`src/rtl/uart_rx_delimited_frame_unit_assert.svh`:
```
// Assertion macros for the receiver RTL.
// Each macro expects clk and rst_n to be visible where it is used.
`ifndef UART_RX_DELIMITED_FRAME_UNIT_ASSERT_SVH
`define UART_RX_DELIMITED_FRAME_UNIT_ASSERT_SVH

// Condition that must hold at every clock edge outside reset.
`define URDF_ASSERT_ALWAYS(lbl, cond, msg) \
  lbl: assert property (@(posedge clk) disable iff (!rst_n) (cond)) else $error(msg);

// Consequent checked in the same cycle as the antecedent.
`define URDF_ASSERT_SAME(lbl, ante, cons, msg) \
  lbl: assert property (@(posedge clk) disable iff (!rst_n) (ante) |-> (cons)) \
    else $error(msg);

// Consequent checked in the cycle after the antecedent.
`define URDF_ASSERT_NEXT(lbl, ante, cons, msg) \
  lbl: assert property (@(posedge clk) disable iff (!rst_n) (ante) |=> (cons)) \
    else $error(msg);

`endif

```
`src/rtl/urdf_pkg.sv`:
```
`default_nettype none

package urdf_pkg;

  // Receiver phase codes.
  typedef enum logic [1:0] {
    PH_IDLE = 2'd0,
    PH_DATA = 2'd1,
    PH_STOP = 2'd2
  } phase_t;

  // Configuration register indexes.
  localparam logic [2:0] CFG_BIT_TICKS   = 3'd0;
  localparam logic [2:0] CFG_FIRST_TICKS = 3'd1;
  localparam logic [2:0] CFG_START_BYTE  = 3'd2;
  localparam logic [2:0] CFG_END1_BYTE   = 3'd3;
  localparam logic [2:0] CFG_END2_BYTE   = 3'd4;

  // Reset values of the configuration registers.
  localparam logic [15:0] BIT_TICKS_RST   = 16'd52;
  localparam logic [15:0] FIRST_TICKS_RST = 16'd57;
  localparam logic [7:0]  START_BYTE_RST  = 8'h41;
  localparam logic [7:0]  END1_BYTE_RST   = 8'h0D;
  localparam logic [7:0]  END2_BYTE_RST   = 8'h0A;

  localparam logic [3:0]  BITS_PER_BYTE   = 4'd8;

  typedef struct packed {
    logic [15:0] bit_ticks;
    logic [15:0] first_ticks;
    logic [7:0]  start_byte;
    logic [7:0]  end1_byte;
    logic [7:0]  end2_byte;
  } cfg_t;

  // A byte finished by the line receiver.
  typedef struct packed {
    logic       vld;
    logic [7:0] data;
  } byte_t;

  // One result of the framer.
  typedef struct packed {
    logic       vld;
    logic [7:0] data;
    logic [5:0] index;
    logic       last;
    logic       ovf;
  } res_t;

endpackage

`default_nettype wire

```
`src/rtl/urdf_bit_rx.sv`:
```
`default_nettype none

// Line sampler: start detection, eight data bits LSB first, one stop bit time.
module urdf_bit_rx (
  input  wire                 clk,
  input  wire                 rst_n,
  input  wire                 step_i,
  input  wire                 level_i,
  input  wire urdf_pkg::cfg_t cfg_i,
  output urdf_pkg::byte_t     byte_o
);

  urdf_pkg::phase_t phase_r, phase_nxt;
  logic [15:0]      cnt_r, cnt_nxt;
  logic [3:0]       bits_r, bits_nxt;
  logic [7:0]       shift_r, shift_nxt;
  logic [3:0]       bits_inc;
  logic             cnt_expired;
  logic             done;

  always_ff @(posedge clk) begin
    if (!rst_n) begin
      phase_r <= urdf_pkg::PH_IDLE;
      cnt_r   <= '0;
      bits_r  <= '0;
      shift_r <= '0;
    end else begin
      phase_r <= phase_nxt;
      cnt_r   <= cnt_nxt;
      bits_r  <= bits_nxt;
      shift_r <= shift_nxt;
    end
  end

  // A count of zero behaves as one.
  assign cnt_expired = (cnt_r <= 16'd1);
  assign bits_inc    = bits_r + 4'd1;

  always_comb begin
    phase_nxt = phase_r;
    cnt_nxt   = cnt_r;
    bits_nxt  = bits_r;
    shift_nxt = shift_r;
    done      = 1'b0;
    if (step_i) begin
      unique case (phase_r)
        urdf_pkg::PH_DATA: begin
          if (cnt_expired) begin
            shift_nxt = {level_i, shift_r[7:1]};
            bits_nxt  = bits_inc;
            cnt_nxt   = cfg_i.bit_ticks;
            if (bits_inc >= urdf_pkg::BITS_PER_BYTE) begin
              phase_nxt = urdf_pkg::PH_STOP;
            end
          end else begin
            cnt_nxt = cnt_r - 16'd1;
          end
        end
        urdf_pkg::PH_STOP: begin
          if (cnt_expired) begin
            phase_nxt = urdf_pkg::PH_IDLE;
            cnt_nxt   = '0;
            bits_nxt  = '0;
            done      = 1'b1;
          end else begin
            cnt_nxt = cnt_r - 16'd1;
          end
        end
        default: begin
          phase_nxt = urdf_pkg::PH_IDLE;
          if (!level_i) begin
            phase_nxt = urdf_pkg::PH_DATA;
            cnt_nxt   = cfg_i.first_ticks;
            bits_nxt  = '0;
          end
        end
      endcase
    end
  end

  assign byte_o.vld  = done;
  assign byte_o.data = shift_r;

endmodule

`default_nettype wire

```
`src/rtl/urdf_framer.sv`:
```
`default_nettype none

// Frame tracking: start hunt, end markers, byte index and overflow.
module urdf_framer #(
  parameter int MAX_FRAME = 64
) (
  input  wire                  clk,
  input  wire                  rst_n,
  input  wire urdf_pkg::byte_t byte_i,
  input  wire urdf_pkg::cfg_t  cfg_i,
  output urdf_pkg::res_t       res_o
);

  localparam int CntW = $clog2(MAX_FRAME + 1);
  localparam logic [CntW-1:0] FullCnt = CntW'(MAX_FRAME);
  localparam logic [CntW-1:0] LastIdx = CntW'(MAX_FRAME - 1);

  logic            in_frame_r, in_frame_nxt;
  logic            end1_seen_r, end1_seen_nxt;
  logic [CntW-1:0] count_r, count_nxt;
  logic            ovf_r, ovf_nxt;
  logic            held;
  logic [CntW-1:0] idx;
  urdf_pkg::res_t  res;

  always_ff @(posedge clk) begin
    if (!rst_n) begin
      in_frame_r  <= 1'b0;
      end1_seen_r <= 1'b0;
      count_r     <= '0;
      ovf_r       <= 1'b0;
    end else begin
      in_frame_r  <= in_frame_nxt;
      end1_seen_r <= end1_seen_nxt;
      count_r     <= count_nxt;
      ovf_r       <= ovf_nxt;
    end
  end

  assign held = (count_r < FullCnt);
  assign idx  = held ? count_r : LastIdx;

  always_comb begin
    in_frame_nxt  = in_frame_r;
    end1_seen_nxt = end1_seen_r;
    count_nxt     = count_r;
    ovf_nxt       = ovf_r;
    res.vld       = 1'b0;
    res.data      = byte_i.data;
    res.index     = 6'(idx);
    res.last      = 1'b0;
    res.ovf       = 1'b0;
    if (byte_i.vld) begin
      if (!in_frame_r) begin
        if (byte_i.data == cfg_i.start_byte) begin
          in_frame_nxt  = 1'b1;
          end1_seen_nxt = 1'b0;
          ovf_nxt       = 1'b0;
          count_nxt     = CntW'(1);
          res.vld       = 1'b1;
          res.index     = '0;
        end
      end else begin
        if (held) begin
          count_nxt = count_r + CntW'(1);
        end else begin
          ovf_nxt = 1'b1;
        end
        res.vld = held;
        priority if (byte_i.data == cfg_i.end1_byte && !end1_seen_r) begin
          end1_seen_nxt = 1'b1;
        end else if (byte_i.data == cfg_i.end2_byte) begin
          res.vld       = 1'b1;
          res.last      = 1'b1;
          res.ovf       = ovf_r | ~held;
          in_frame_nxt  = 1'b0;
          end1_seen_nxt = 1'b0;
          count_nxt     = '0;
          ovf_nxt       = 1'b0;
        end else begin
          // An ordinary data byte changes no marker state.
        end
      end
    end
  end

  assign res_o = res;

endmodule

`default_nettype wire

```
`src/rtl/urdf_out_buf.sv`:
```
`default_nettype none

// Result register with a skid entry behind it.
module urdf_out_buf (
  input  wire                 clk,
  input  wire                 rst_n,
  input  wire urdf_pkg::res_t push_i,
  input  wire                 out_stall,
  output logic                out_valid,
  output urdf_pkg::res_t      out_o,
  output logic                full_o
);

  logic           out_vld_r, out_vld_nxt;
  logic           skid_vld_r, skid_vld_nxt;
  urdf_pkg::res_t out_r, out_nxt;
  urdf_pkg::res_t skid_r, skid_nxt;
  logic           out_free;

  assign out_free = !out_vld_r || !out_stall;

  always_comb begin
    out_vld_nxt  = out_vld_r;
    skid_vld_nxt = skid_vld_r;
    out_nxt      = out_r;
    skid_nxt     = skid_r;
    if (out_free) begin
      if (skid_vld_r) begin
        out_vld_nxt  = 1'b1;
        out_nxt      = skid_r;
        skid_vld_nxt = 1'b0;
      end else begin
        out_vld_nxt = push_i.vld;
        out_nxt     = push_i;
      end
    end else if (push_i.vld) begin
      skid_vld_nxt = 1'b1;
      skid_nxt     = push_i;
    end
  end

  always_ff @(posedge clk) begin
    if (!rst_n) begin
      out_vld_r  <= 1'b0;
      skid_vld_r <= 1'b0;
    end else begin
      out_vld_r  <= out_vld_nxt;
      skid_vld_r <= skid_vld_nxt;
    end
  end

  always_ff @(posedge clk) begin
    out_r  <= out_nxt;
    skid_r <= skid_nxt;
  end

  assign out_valid = out_vld_r;
  assign out_o     = out_r;
  assign full_o    = skid_vld_r;

`include "uart_rx_delimited_frame_unit_assert.svh"

  `URDF_ASSERT_ALWAYS(a_skid_behind_out, !skid_vld_r || out_vld_r, "skid holds data while output empty")
  `URDF_ASSERT_SAME(a_no_push_when_full, skid_vld_r, !push_i.vld, "result pushed into a full buffer")
  `URDF_ASSERT_NEXT(a_skid_drains, skid_vld_r && !out_stall, !skid_vld_r, "skid entry not moved forward")

endmodule

`default_nettype wire

```
`src/rtl/uart_rx_delimited_frame_unit.sv`:
```
// A result is captured in the result register (or the skid entry, if the output is stalled)
// on the transfer of the line sample that completes its byte (the end of the stop bit time).
// Throughput: one line sample per cycle; the input stalls only when two results are held
// back by a stalled output (result register plus one skid entry).
// Reset: synchronous, active low; receiver idle, frame hunt rearmed, configuration back to
// its default values, no result pending.
`default_nettype none

module uart_rx_delimited_frame_unit #(
  parameter int MAX_FRAME = 64
) (
  input  wire        clk,
  input  wire        rst_n,
  // Line samples, one per tick.
  input  wire        in_valid,
  output logic       in_stall,
  input  wire        in_rx_level,
  // Frame bytes.
  output logic       out_valid,
  input  wire        out_stall,
  output logic [7:0] out_data_byte,
  output logic [5:0] out_byte_index,
  output logic       out_last,
  output logic       out_overflow,
  // Configuration writes.
  input  wire        cfg_we,
  input  wire [2:0]  cfg_idx,
  input  wire [15:0] cfg_wdata
);

  // Configuration registers. Writes are only expected while the receiver is idle, so no
  // shadowing is needed. Indexes beyond the register list are ignored.
  logic [15:0]     bit_ticks_r;
  logic [15:0]     first_ticks_r;
  logic [7:0]      start_byte_r;
  logic [7:0]      end1_byte_r;
  logic [7:0]      end2_byte_r;
  urdf_pkg::cfg_t  cfg;

  always_ff @(posedge clk) begin
    if (!rst_n) begin
      bit_ticks_r   <= urdf_pkg::BIT_TICKS_RST;
      first_ticks_r <= urdf_pkg::FIRST_TICKS_RST;
      start_byte_r  <= urdf_pkg::START_BYTE_RST;
      end1_byte_r   <= urdf_pkg::END1_BYTE_RST;
      end2_byte_r   <= urdf_pkg::END2_BYTE_RST;
    end else if (cfg_we) begin
      unique case (cfg_idx)
        urdf_pkg::CFG_BIT_TICKS:   bit_ticks_r   <= cfg_wdata;
        urdf_pkg::CFG_FIRST_TICKS: first_ticks_r <= cfg_wdata;
        urdf_pkg::CFG_START_BYTE:  start_byte_r  <= cfg_wdata[7:0];
        urdf_pkg::CFG_END1_BYTE:   end1_byte_r   <= cfg_wdata[7:0];
        urdf_pkg::CFG_END2_BYTE:   end2_byte_r   <= cfg_wdata[7:0];
        default: begin
        end
      endcase
    end
  end

  assign cfg.bit_ticks   = bit_ticks_r;
  assign cfg.first_ticks = first_ticks_r;
  assign cfg.start_byte  = start_byte_r;
  assign cfg.end1_byte   = end1_byte_r;
  assign cfg.end2_byte   = end2_byte_r;

  // A sample transfer advances the whole datapath by one tick. The line sampler and the
  // framer update their state in the same cycle, so a finished byte reaches the framer
  // combinationally and its result is captured in the output buffer at that edge.
  logic            step;
  logic            buf_full;
  urdf_pkg::byte_t rx_byte;
  urdf_pkg::res_t  res;
  urdf_pkg::res_t  out_res;

  // The stall comes from a register: the input only waits when the skid entry is taken.
  assign in_stall = buf_full;
  assign step     = in_valid && !buf_full;

  urdf_bit_rx u_bit_rx (
    .clk     (clk),
    .rst_n   (rst_n),
    .step_i  (step),
    .level_i (in_rx_level),
    .cfg_i   (cfg),
    .byte_o  (rx_byte)
  );

  urdf_framer #(
    .MAX_FRAME (MAX_FRAME)
  ) u_framer (
    .clk    (clk),
    .rst_n  (rst_n),
    .byte_i (rx_byte),
    .cfg_i  (cfg),
    .res_o  (res)
  );

  // Output register plus skid entry, so that a result waiting on a stalled output does not
  // hold up the sample stream until a second result needs room.
  urdf_out_buf u_out_buf (
    .clk       (clk),
    .rst_n     (rst_n),
    .push_i    (res),
    .out_stall (out_stall),
    .out_valid (out_valid),
    .out_o     (out_res),
    .full_o    (buf_full)
  );

  assign out_data_byte  = out_res.data;
  assign out_byte_index = out_res.index;
  assign out_last       = out_res.last;
  assign out_overflow   = out_res.ovf;

endmodule

`default_nettype wire
```
`config.mk`:
```
export PLATFORM = sky130hd
export DESIGN_NAME = uart_rx_delimited_frame_unit
export DESIGN_NICKNAME = d
export VERILOG_FILES = /design/src/rtl/urdf_pkg.sv /design/src/rtl/urdf_bit_rx.sv /design/src/rtl/urdf_framer.sv /design/src/rtl/urdf_out_buf.sv /design/src/rtl/uart_rx_delimited_frame_unit.sv
export VERILOG_INCLUDE_DIRS = /design/src /design/src/rtl
export SDC_FILE = /design/constraint.sdc
export NUM_CORES = 1
export LEC_CHECK = 0
export BUFFER_PORTS_ARGS = -buffer_cell sky130_fd_sc_hd__buf_4
export CAP_MARGIN = 10
export CORE_MARGIN = 2
export CORE_UTILIZATION = 55
export CTS_CLUSTER_SIZE = 24
export DETAILED_ROUTE_END_ITERATION = 10
export PLACE_DENSITY = 0.74
export SETUP_SLACK_MARGIN = 0.3
export SYNTH_ARGS = -nofsm -noshare
export SYNTH_HDL_FRONTEND = slang
export SYNTH_SLANG_ARGS = --single-unit
```
`constraint.sdc`:
```
create_clock -name clk -period 4.01 [get_ports clk]
set_input_delay 0.6015 -clock clk [delete_from_list [all_inputs] [get_ports clk]]
set_output_delay 0.6015 -clock clk [all_outputs]
set_load 0.05 [all_outputs]
```
Yosys cells after proc, flatten, opt, wreduce, memory -nomap -nowiden
Cells that the tools add are included.
{"block": "word_totals", "ff_bits": 130, "inputBits": 25, "out_inout_bits": 18, "elab_cells": 115}
{"block": "op_classes", "n_addsub": 3, "order_cmp": 3, "eq_ne": 14, "muxes": 46, "bitwise": 4, "reduce_logical": 22}
{"cell": "$mux 16", "count": 4}
{"cell": "$mux 7", "count": 5}
{"cell": "$pmux 16 s2", "count": 1}
{"cell": "$eq 8x8->1", "count": 3}
{"cell": "$mux 1", "count": 21}
{"cell": "$mux 6", "count": 3}
{"cell": "$le 16x1->1 const B", "count": 1}
{"cell": "$reduce_and 2->1", "count": 8}
{"cell": "$sub 16x1->16 const B", "count": 1}
{"cell": "$mux 2", "count": 6}
{"cell": "$mux 4", "count": 3}
{"cell": "$mux 8", "count": 1}
{"cell": "$pmux 4 s2", "count": 1}
{"cell": "$reduce_and 4->1", "count": 2}
{"cell": "$add 7x1->7 const B", "count": 1}
{"cell": "$lt 7x7->1 const B", "count": 1}
{"cell": "$eq 3x2->1 const B", "count": 2}
{"cell": "$ne 2x1->1 const B", "count": 3}
{"cell": "$reduce_and 3->1", "count": 2}
{"cell": "$add 4x1->4 const B", "count": 1}
{"cell": "$ge 4x4->1 const B", "count": 1}
{"cell": "$logic_not 1->1", "count": 4}
{"cell": "$pmux 2 s2", "count": 1}
{"cell": "$eq 3x1->1 const B", "count": 1}
{"cell": "12 further kinds", "count": 15}

Depth between registers and ports, before layout
Gate-level depths: netlist (run 1).
{"block": "logic_depth", "word_depth": 8, "mapped_depth": 10, "ltp_nobuf": 8}

Hierarchy
From an unflattened synthesis (run 1), not the netlist that was laid out.
{"block": "hier_totals", "hier_cells": 659, "area_unflattened_um2": 6418.7}
{"mod": "uart_rx_delimited_frame_unit", "instances": 1, "cells_per_inst": 214, "area_per_inst_um2": 2179.6, "seq_area_each_um2": 1121.1}
{"mod": "urdf_bit_rx", "instances": 1, "cells_per_inst": 263, "area_per_inst_um2": 1999.4, "seq_area_each_um2": 600.6}
{"mod": "urdf_out_buf", "instances": 1, "cells_per_inst": 59, "area_per_inst_um2": 1321.3, "seq_area_each_um2": 1031.0}
{"mod": "urdf_framer", "instances": 1, "cells_per_inst": 123, "area_per_inst_um2": 918.4, "seq_area_each_um2": 200.2}

Least setup slack after synthesis (run 1)
Ideal clock, no wire load.
{"block": "synth_path", "path_type": "register -> register", "startpoint": "register u_bit_rx.cnt_r[4]", "endpoint": "register u_out_buf.skid_r[0] in the netlist's numbering (enable)", "setup_time_ns": 0.390, "arrival_time_ns": 2.564, "required_time_ns": 3.620, "slack_ns": 1.056, "stages_incl_launch_ff": 7, "n_path_buf": 0, "synth_period_minus_slack_ns": 2.954, "path_cell_list": "dfxtp_1 > or4_4 > nor4_2 > and4_1 > nand2b_1 > a31oi_1 > nor2b_1"}
{"block": "synth_via", "elab_chain_cells": 6}
{"item": "start, declared", "line_no": "urdf_bit_rx.sv:14", "rtl": "logic [15:0] cnt_r, cnt_nxt;"}
{"item": "start signal, assigned", "line_no": "urdf_bit_rx.sv:29", "rtl": "cnt_r <= cnt_nxt;"}
{"item": "$le 16x1->1", "line_no": "urdf_bit_rx.sv:36", "rtl": "assign cnt_expired = (cnt_r <= 16'd1);"}
{"item": "$mux 1", "line_no": "urdf_bit_rx.sv:60", "rtl": "if (cnt_expired) begin"}
{"item": "$mux 1", "line_no": "urdf_bit_rx.sv:46", "rtl": "unique case (phase_r)"}
{"item": "$mux 1", "line_no": "urdf_bit_rx.sv:45", "rtl": "if (step_i) begin"}
{"item": "$mux 1", "line_no": "urdf_framer.sv:53", "rtl": "if (byte_i.vld) begin"}
{"item": "$reduce_and 2->1 (no source line)"}
{"item": "end signal, assigned", "line_no": "urdf_out_buf.sv:54", "rtl": "skid_r <= skid_nxt;"}
{"item": "end, declared", "line_no": "urdf_out_buf.sv:17", "rtl": "urdf_pkg::res_t skid_r, skid_nxt;"}
Every way passes these cells.
A chain may end at the register's enable or synchronous reset.

Final worst setup path (run 1)
{"block": "layout_path", "startpoint": "register u_bit_rx.cnt_r[4]", "endpoint": "register u_framer.count_r[3]"}
{"block": "layout_via", "elab_chain_cells": 5}
{"item": "$le 16x1->1", "line_no": "urdf_bit_rx.sv:36"}
{"item": "$mux 1", "line_no": "urdf_bit_rx.sv:60"}
{"item": "$mux 1", "line_no": "urdf_bit_rx.sv:46"}
{"item": "$mux 1", "line_no": "urdf_bit_rx.sv:45"}
{"item": "$reduce_and 2->1 (no source line)"}
{"item": "end signal, assigned", "line_no": "urdf_framer.sv:35", "rtl": "count_r <= count_nxt;"}
{"item": "end, declared", "line_no": "urdf_framer.sv:20", "rtl": "logic [CntW-1:0] count_r, count_nxt;"}
Every way passes these cells.

==> results of run 1 <==
-- kinds of logic (layout without fill, tap and decap cells) --
family                   count (synthesis)  in the layout
XOR/XNOR                                39             39
adder cells (fa/ha/maj)                  7              7
flip-flops                             130            130
AO/OA/AOI/OAI                          129            129
buffers and inverters                   51             85
AND/OR/NAND/NOR                        287            287
multiplexers                             9              9
-- power by group --
part | internal [W] | switching [W] | total [W]
Sequential | 0.00136 | 0.0000258 | 0.00139
Clock | 0.00106 | 0.000543 | 0.00161
Combinational | 0.0000966 | 0.000147 | 0.000243
-- state kept, by name, indices dropped and copies added (netlist names), 4 cells and up --
| name | flops |
|---|---|
| bit_ticks_r | 16 |
| end1_byte_r | 8 |
| end2_byte_r | 8 |
| first_ticks_r | 16 |
| start_byte_r | 8 |
| u_bit_rx.bits_r | 4 |
| u_bit_rx.cnt_r | 16 |
| u_bit_rx.shift_r | 8 |
| u_framer.count_r | 7 |
| u_out_buf.out_o | 16 |
| u_out_buf.skid_r | 16 |
-- worst register-to-register path: cells and delay by family (launching register included) --
kind / cells / cell delay [ns]
AND/OR/NAND/NOR: 5 / 2.30
flip-flops: 1 / 0.38
AO/OA/AOI/OAI: 1 / 0.08
-- stage by stage --
stage          hold WS [ns]   util  setup WS [ns]  power [W]  instances
6_report              0.348  0.663           1.14    0.00324        822
5_1_grt               0.339  0.663          0.892    0.00334        822
4_1_cts               0.337  0.663           1.14    0.00325        822
3_5_place_dp          0.453  0.602           1.17    0.00165        790
3_3_place_gp          0.446  0.602           1.26    0.00164        790
2_1_floorplan         0.406      -           1.06    0.00158        652
-- routing by layer --
layer	track usage	routed length (um)	vias up
met2	0.380	6330	181
li1	-	-	2315
met4	0.0733	143	0
met1	0.367	6570	2294
met3	0.0636	908	13
met5	0	0	-
-- cell usage after synthesis, types with 2 or more instances --
cell type	number	area [sq um]
clkbuf_1	38	143
nor4_1	6	37.5
nor4_2	2	25.0
nor2_1	36	135
nand4_1	8	50.1
a21oi_1	10	50.1
and2_1	2	12.5
or4_1	3	22.5
nand2b_1	3	18.8
or4_4	2	22.5
edfxtp_1	32	961
mux2_2	8	90.1
or3_1	4	25.0
buf_2	4	20.0
o21ai_1	5	25.0
a21boi_0	52	390
a221oi_1	13	114
nand2_1	158	593
nor2b_1	5	31.3
a31oi_1	2	12.5
dfxtp_1	98	1960
o21a_1	2	15.0
nand3b_1	8	60.1
nor3_1	4	20.0
inv_1	7	26.3
or2_2	3	18.8
and3_1	4	25.0
xnor2_1	21	184
and4_1	2	17.5
a21o_1	2	15.0
o211ai_1	5	37.5
o21ai_0	22	110
ha_1	7	87.6
o31ai_1	7	52.6
nand3_1	30	150
xor2_1	18	158
o2111a_1	2	22.5
-- worst max-delay path by stage --
stage / start / end / slack [ns]
final: u_bit_rx.cnt_r[4] / u_framer.count_r[3] / 1.14
after global routing: u_bit_rx.cnt_r[4] / u_framer.count_r[3] / 0.89
after CTS: u_bit_rx.cnt_r[4] / u_framer.count_r[3] / 1.14
after detailed placement: u_bit_rx.cnt_r[4] / u_framer.count_r[4] / 1.17
after global placement: u_bit_rx.cnt_r[4] / u_framer.count_r[5] / 1.26
after floorplan: u_bit_rx.cnt_r[4] / u_out_buf.skid_r[0] / 1.06
-- layout make-up --
cell class	count	share of cell area
well taps	136	0.0247
inverters	7	0.00382
clock buffers	26	0.0802
repair buffers	46	0.0502
clock inverters	6	0.0126
flip-flops and latches	130	0.425
multi-input cells	471	0.403
==> metrics.txt, run 1 <==
Fin Setup TNS=0 ns; cts bufs inserted=17; #FFs+latches synth=130; crit path launch type=register; PwrDens=471 nW/um^2; Skew-Pair Late Insertion Delay=0.52 ns; DR WL/cell=17.0 um; root buf cell=clkbuf_8; CP Capture Type=register; clock sinks=130; Ant. Diodes=0; Period minus WS final=between 2 and 3 ns; Worst Path Max Fanout=13; number of enable flip-flop cells after synthesis=32; pins over their slew limit=0; antenna-violating nets left=0; RSZ-0062 raised after global routing=no; GP Congestion=0.846; synth warn=0; Synth Area in Compound Gates=0.156; f_max=roughly 350 MHz; Hold Crit Class=input port to register; DRT iter0 DRCs=373; reg-to-reg critical path endpoint=u_framer.count_r[3]; number of cells on the critical path=6; most common cell after layout, fill and taps aside=nand2_1; critical path class=register to register; Slew HR=0.265; Detail Placement HPWL=9270 um; post-cts resize count=0; core area=10400 sq um; port bufs=42; Syn Std Cell Area=5900 sq um; Worst-Margin Slew=1.10 ns; Largest stage delay, worst path=0.69 ns; Post-synth ARST share=0; pin count of the biggest net entering global routing=88; clock skew=0.00964 ns; Max-Cap Viols=0; detailed-route vias per instance=roughly 5.8; FP Rows=37; Final Hold Violating Endpoints=0; Simple-Gate Fraction of Synth Area=0.225; worst reg-to-reg path cell count=6; share of cells above drive strength 1=0.141; Unique masters post-synth=54; area occupied by registers=2920 sq um; Crit path required time=between 4 and 5 ns; Gate Count Post-Synth=652; worst vdd ir=0.252 mV; largest family of logic cells by synthesized area=simple AND/OR/NAND/NOR gates; drt pass-1 iters=6; CP delay by family, top=simple AND/OR/NAND/NOR gates; Post-Synth Adder-Cell Area=0.0148; die area=11600 sq um; xor-xnor portion of the synthesized cell area=0.0579; vias in the first global route=4466; worst path arrival time=3.27 ns; Post-CTS Hold Fix Bufs=0; Reg clk slew, reported paths=0.06 ns; initial antenna violation count=0; # IOs=43; Hold Crit Start=cfg_wdata[1]; Layout fillers=834; post-route cell area=between 6000 and 7000 sq um; worst hold path depth=3; syn_area_per_cell=9.05 sq um; status=finished clean; Die Y-Extent=between 100 and 150 um; area grow syn2layout=16.5%; multiplexer share of the synthesized area=0.0170; period utilization=0.716; CTS HTree Levels=4; Initial Util=0.569; floorplan die width=108 um; register area share after synthesis=0.495; DP Area=6240 sq um; CP Cell Sequence=or4_4 > nor4_2 > nand4_1 > nor3_2 > or3b_1 > a21oi_1; RR Startpoint=u_bit_rx.cnt_r[4]; slowest stage cell, crit path=nor3_2; crit path buf inv count=0; Layout Nets=between 700 and 800; WHS Endpoint=end2_byte_r[1]; final setup fails=0; Multi-input gate area=2780 sq um; FF-to-FF setup slack=~1.1 ns; Top FF cell, synth=dfxtp_1; Synthesized Nets=~700; first-pass GRT wire length=around 23000 um; postcts setup bufs=0; via count=4803; GRT overflow=0; DRC=0; commonest cells after routing, fill and taps aside=nand2_1, dfxtp_1, a21boi_0, buf_4, nor2_1; CTS tree=yes; CTS Buffer Depth=2; DRT Wirelength=14000 um; GRT Resource Usage Total=0.255; Static Leak=2.66 nW
Note: power is estimated with default switching activity, not from simulation.
==> inputs of run 2 (changes only) <==
--- a/config.mk
+++ b/config.mk
@@ -6,6 +6,7 @@
 export SDC_FILE = /design/constraint.sdc
 export NUM_CORES = 1
 export LEC_CHECK = 0
+export ABC_AREA = 1
 export BUFFER_PORTS_ARGS = -buffer_cell sky130_fd_sc_hd__buf_4
 export CAP_MARGIN = 10
 export CORE_MARGIN = 2
==> constraint.sdc (replaced) <==
create_clock -name clk -period 2.7 [get_ports clk]
set_input_delay 0.405 -clock clk [delete_from_list [all_inputs] [get_ports clk]]
set_output_delay 0.405 -clock clk [all_outputs]
set_load 0.05 [all_outputs]
==> metrics.txt, run 2 <==
Top cell by count, worst path=nand2_1; worst path arrival time=2.48 ns; DP Area=6560 sq um; Die Y-Extent=roughly 110 um; Worst Path Max Fanout=16; Top FF cell, synth=dfxtp_1; Detail Placement HPWL=~10000 um; vias in the first global route=roughly 5.4k; period utilization=0.837; DRT Wirelength=14700 um; FF-to-FF setup slack=0.44 ns; detailed-route vias per instance=around 5.4; antenna-violating nets left=0; #FFs+latches synth=130; Slew HR=0.661; f_max=443 MHz; final setup fails=0; most instantiated library cell after synthesis=nand2_1; top cell type's share of synthesized area=0.322; drt pass-1 iters=5; DR WL/cell=14.4 um; area occupied by registers=2920 sq um; Worst-Margin Slew=0.508 ns; Hold Crit Class=input port to register; Syn Std Cell Area=6090 sq um; Skew-Pair Late Insertion Delay=0.53 ns; synth warn=0; FP Rows=38; PwrDens=between 700 and 800 nW/um^2; cts bufs inserted=17; Unique masters post-synth=30; root buf cell=clkbuf_8; number of enable flip-flop cells after synthesis=32; initial antenna violation count=0; GRT overflow=0; Multi-input gate area=2770 sq um; Layout Nets=905; Max-Cap Viols=0; GRT Resource Usage Total=0.265; slowest stage cell, crit path=dfxtp_1; post-route cell area=just over 7000 sq um; DRC=0; die area=11900 sq um; worst vdd ir=0.568 mV; Post-CTS Hold Fix Bufs=0; Initial Util=0.562; CP Capture Type=register; CTS HTree Levels=4; Crit path required time=2.92 ns; status=finished clean; largest cells by area after synthesis=dfxtp_1, edfxtp_1, nand2_1; via count=~5.5k; register area share after synthesis=0.480; GP Congestion=0.900; worst reg-to-reg path cell count=10; placed cell count=992; WHS=0.111 ns; share of cells above drive strength 1=0.112; commonest cells after routing, fill and taps aside=nand2_1, nor2_1, dfxtp_1, inv_1, o21ai_0; Layout Cells excl Fill=1026; Period minus WS final=between 2 and 2.5 ns; CTS Buffer Depth=2; Static Leak=3.18 nW; first-pass GRT wire length=24500 um; pin count of the biggest net entering global routing=39; pins over their slew limit=0; Fin Setup TNS=0 ns; Commonest cells post-synth=nand2_1, nor2_1, dfxtp_1; Synthesized Nets=about 860; floorplan die width=109 um; syn_area_per_cell=7.37 sq um; Final Hold Violating Endpoints=0; most common cell after layout, fill and taps aside=nand2_1; CP Cell Sequence=inv_1 > nand2_1 > nand2_1 > nand2_1 > nor2_1 > nand2_1 > nand2_1 > nand3_1 > a21oi_2 > buf_4; CTS tree=yes; port bufs=42; clock sinks=130; worst hold path depth=3; DRT iter0 DRCs=424; crit path launch type=register; clock skew=0.00467 ns; RSZ-0062 raised after global routing=no; Largest stage delay, worst path=0.35 ns; Ant. Diodes=0; critical path class=register to register; Gate Count Post-Synth=826; area grow syn2layout=19.0%; Post-synth ARST share=0; core area=10800 sq um; Layout fillers=928; area leader, netlist=dfxtp_1; Reg clk slew, reported paths=0.06 ns; # IOs=43
run 2: cell types whose count changed after synthesis, moves of 12 or more:
cell / previous run / this run
nor2_1: 36 / 155
inv_1: 7 / 74
a21boi_0: 52 / 0
o21ai_0: 22 / 73
a21oi_1: 10 / 56
nand2_1: 158 / 192
nand3_1: 30 / 50
clkbuf_1: 38 / 21
a221oi_1: 13 / 0
xnor2_1: 21 / 9
run 2: power by group:
group / leakage, nW / total (W) / switching [W] / internal, W
sequential: 1.14 / 0.00210 / 0.0000508 / 0.00205
combinational: 1.72 / 0.000636 / 0.000427 / 0.000209
clock: 0.322 / 0.00261 / 0.000815 / 0.00179
total: 3.18 / 0.00535 / 0.00129 / 0.00405
run 2: logic make-up after synthesis:
group | Yosys count | synth area share
AO/OA/AOI/OAI | 140 | 0.121
XOR/XNOR | 19 | 0.0273
adder cells (fa/ha/maj) | 7 | 0.0144
buffers and inverters | 103 | 0.0666
flip-flops | 130 | 0.480
AND/OR/NAND/NOR | 427 | 0.291
run 2: routing by layer:
metal / up-vias / routed length (um) / global-route usage
li1: 2768 / - / -
met1: 2556 / 6010 / 0.294
met2: 178 / 7530 / 0.473
met3: 34 / 754 / 0.0616
met4: 0 / 444 / 0.132
met5: - / 0 / 0
run 2: through the flow:
| stage | total power [W] | util | setup WS [ns] |
|---|---|---|---|
| detailed placement | 0.00276 | 0.605 | 0.463 |
| floorplan | 0.00259 | - | 0.353 |
| CTS | 0.00536 | 0.667 | 0.457 |
| global placement | 0.00275 | 0.605 | 0.570 |
| global route | 0.00553 | 0.669 | 0.327 |
| finish | 0.00535 | 0.669 | 0.441 |
run 2: worst paths after layout:
| check | startpoint | end |
|---|---|---|
| worst max-delay path | u_bit_rx.shift_r[1] | u_out_buf.skid_r[9] |
| worst max register to register | u_bit_rx.shift_r[1] | u_out_buf.skid_r[9] |
| worst min register to register | first_ticks_r[5] | first_ticks_r[5] |
| worst min-delay path | cfg_wdata[8] | first_ticks_r[8] |
run 2: timing repair:
| item | in CTS | in global routing |
|---|---|---|
| gates resized for setup | 0 | 2 |
| endpoints found under the setup margin | 0 | 16 |
| setup buffers | 0 | 2 |
| endpoints found under the hold margin | 0 | 0 |
run 2: critical path, delay by kind of cell (launching register included):
kind                   cells  cell delay [ns]
AO/OA/AOI/OAI              1             0.16
buffers and inverters      2             0.41
flip-flops                 1             0.35
AND/OR/NAND/NOR            7             1.04
run 2: layout make-up:
type	instances	share of cell area
inverters	77	0.0399
multi-input cells	593	0.383
repair buffers	54	0.0577
flip-flops and latches	130	0.403
clock inverters	12	0.0323
well taps	140	0.0242
clock buffers	20	0.0601
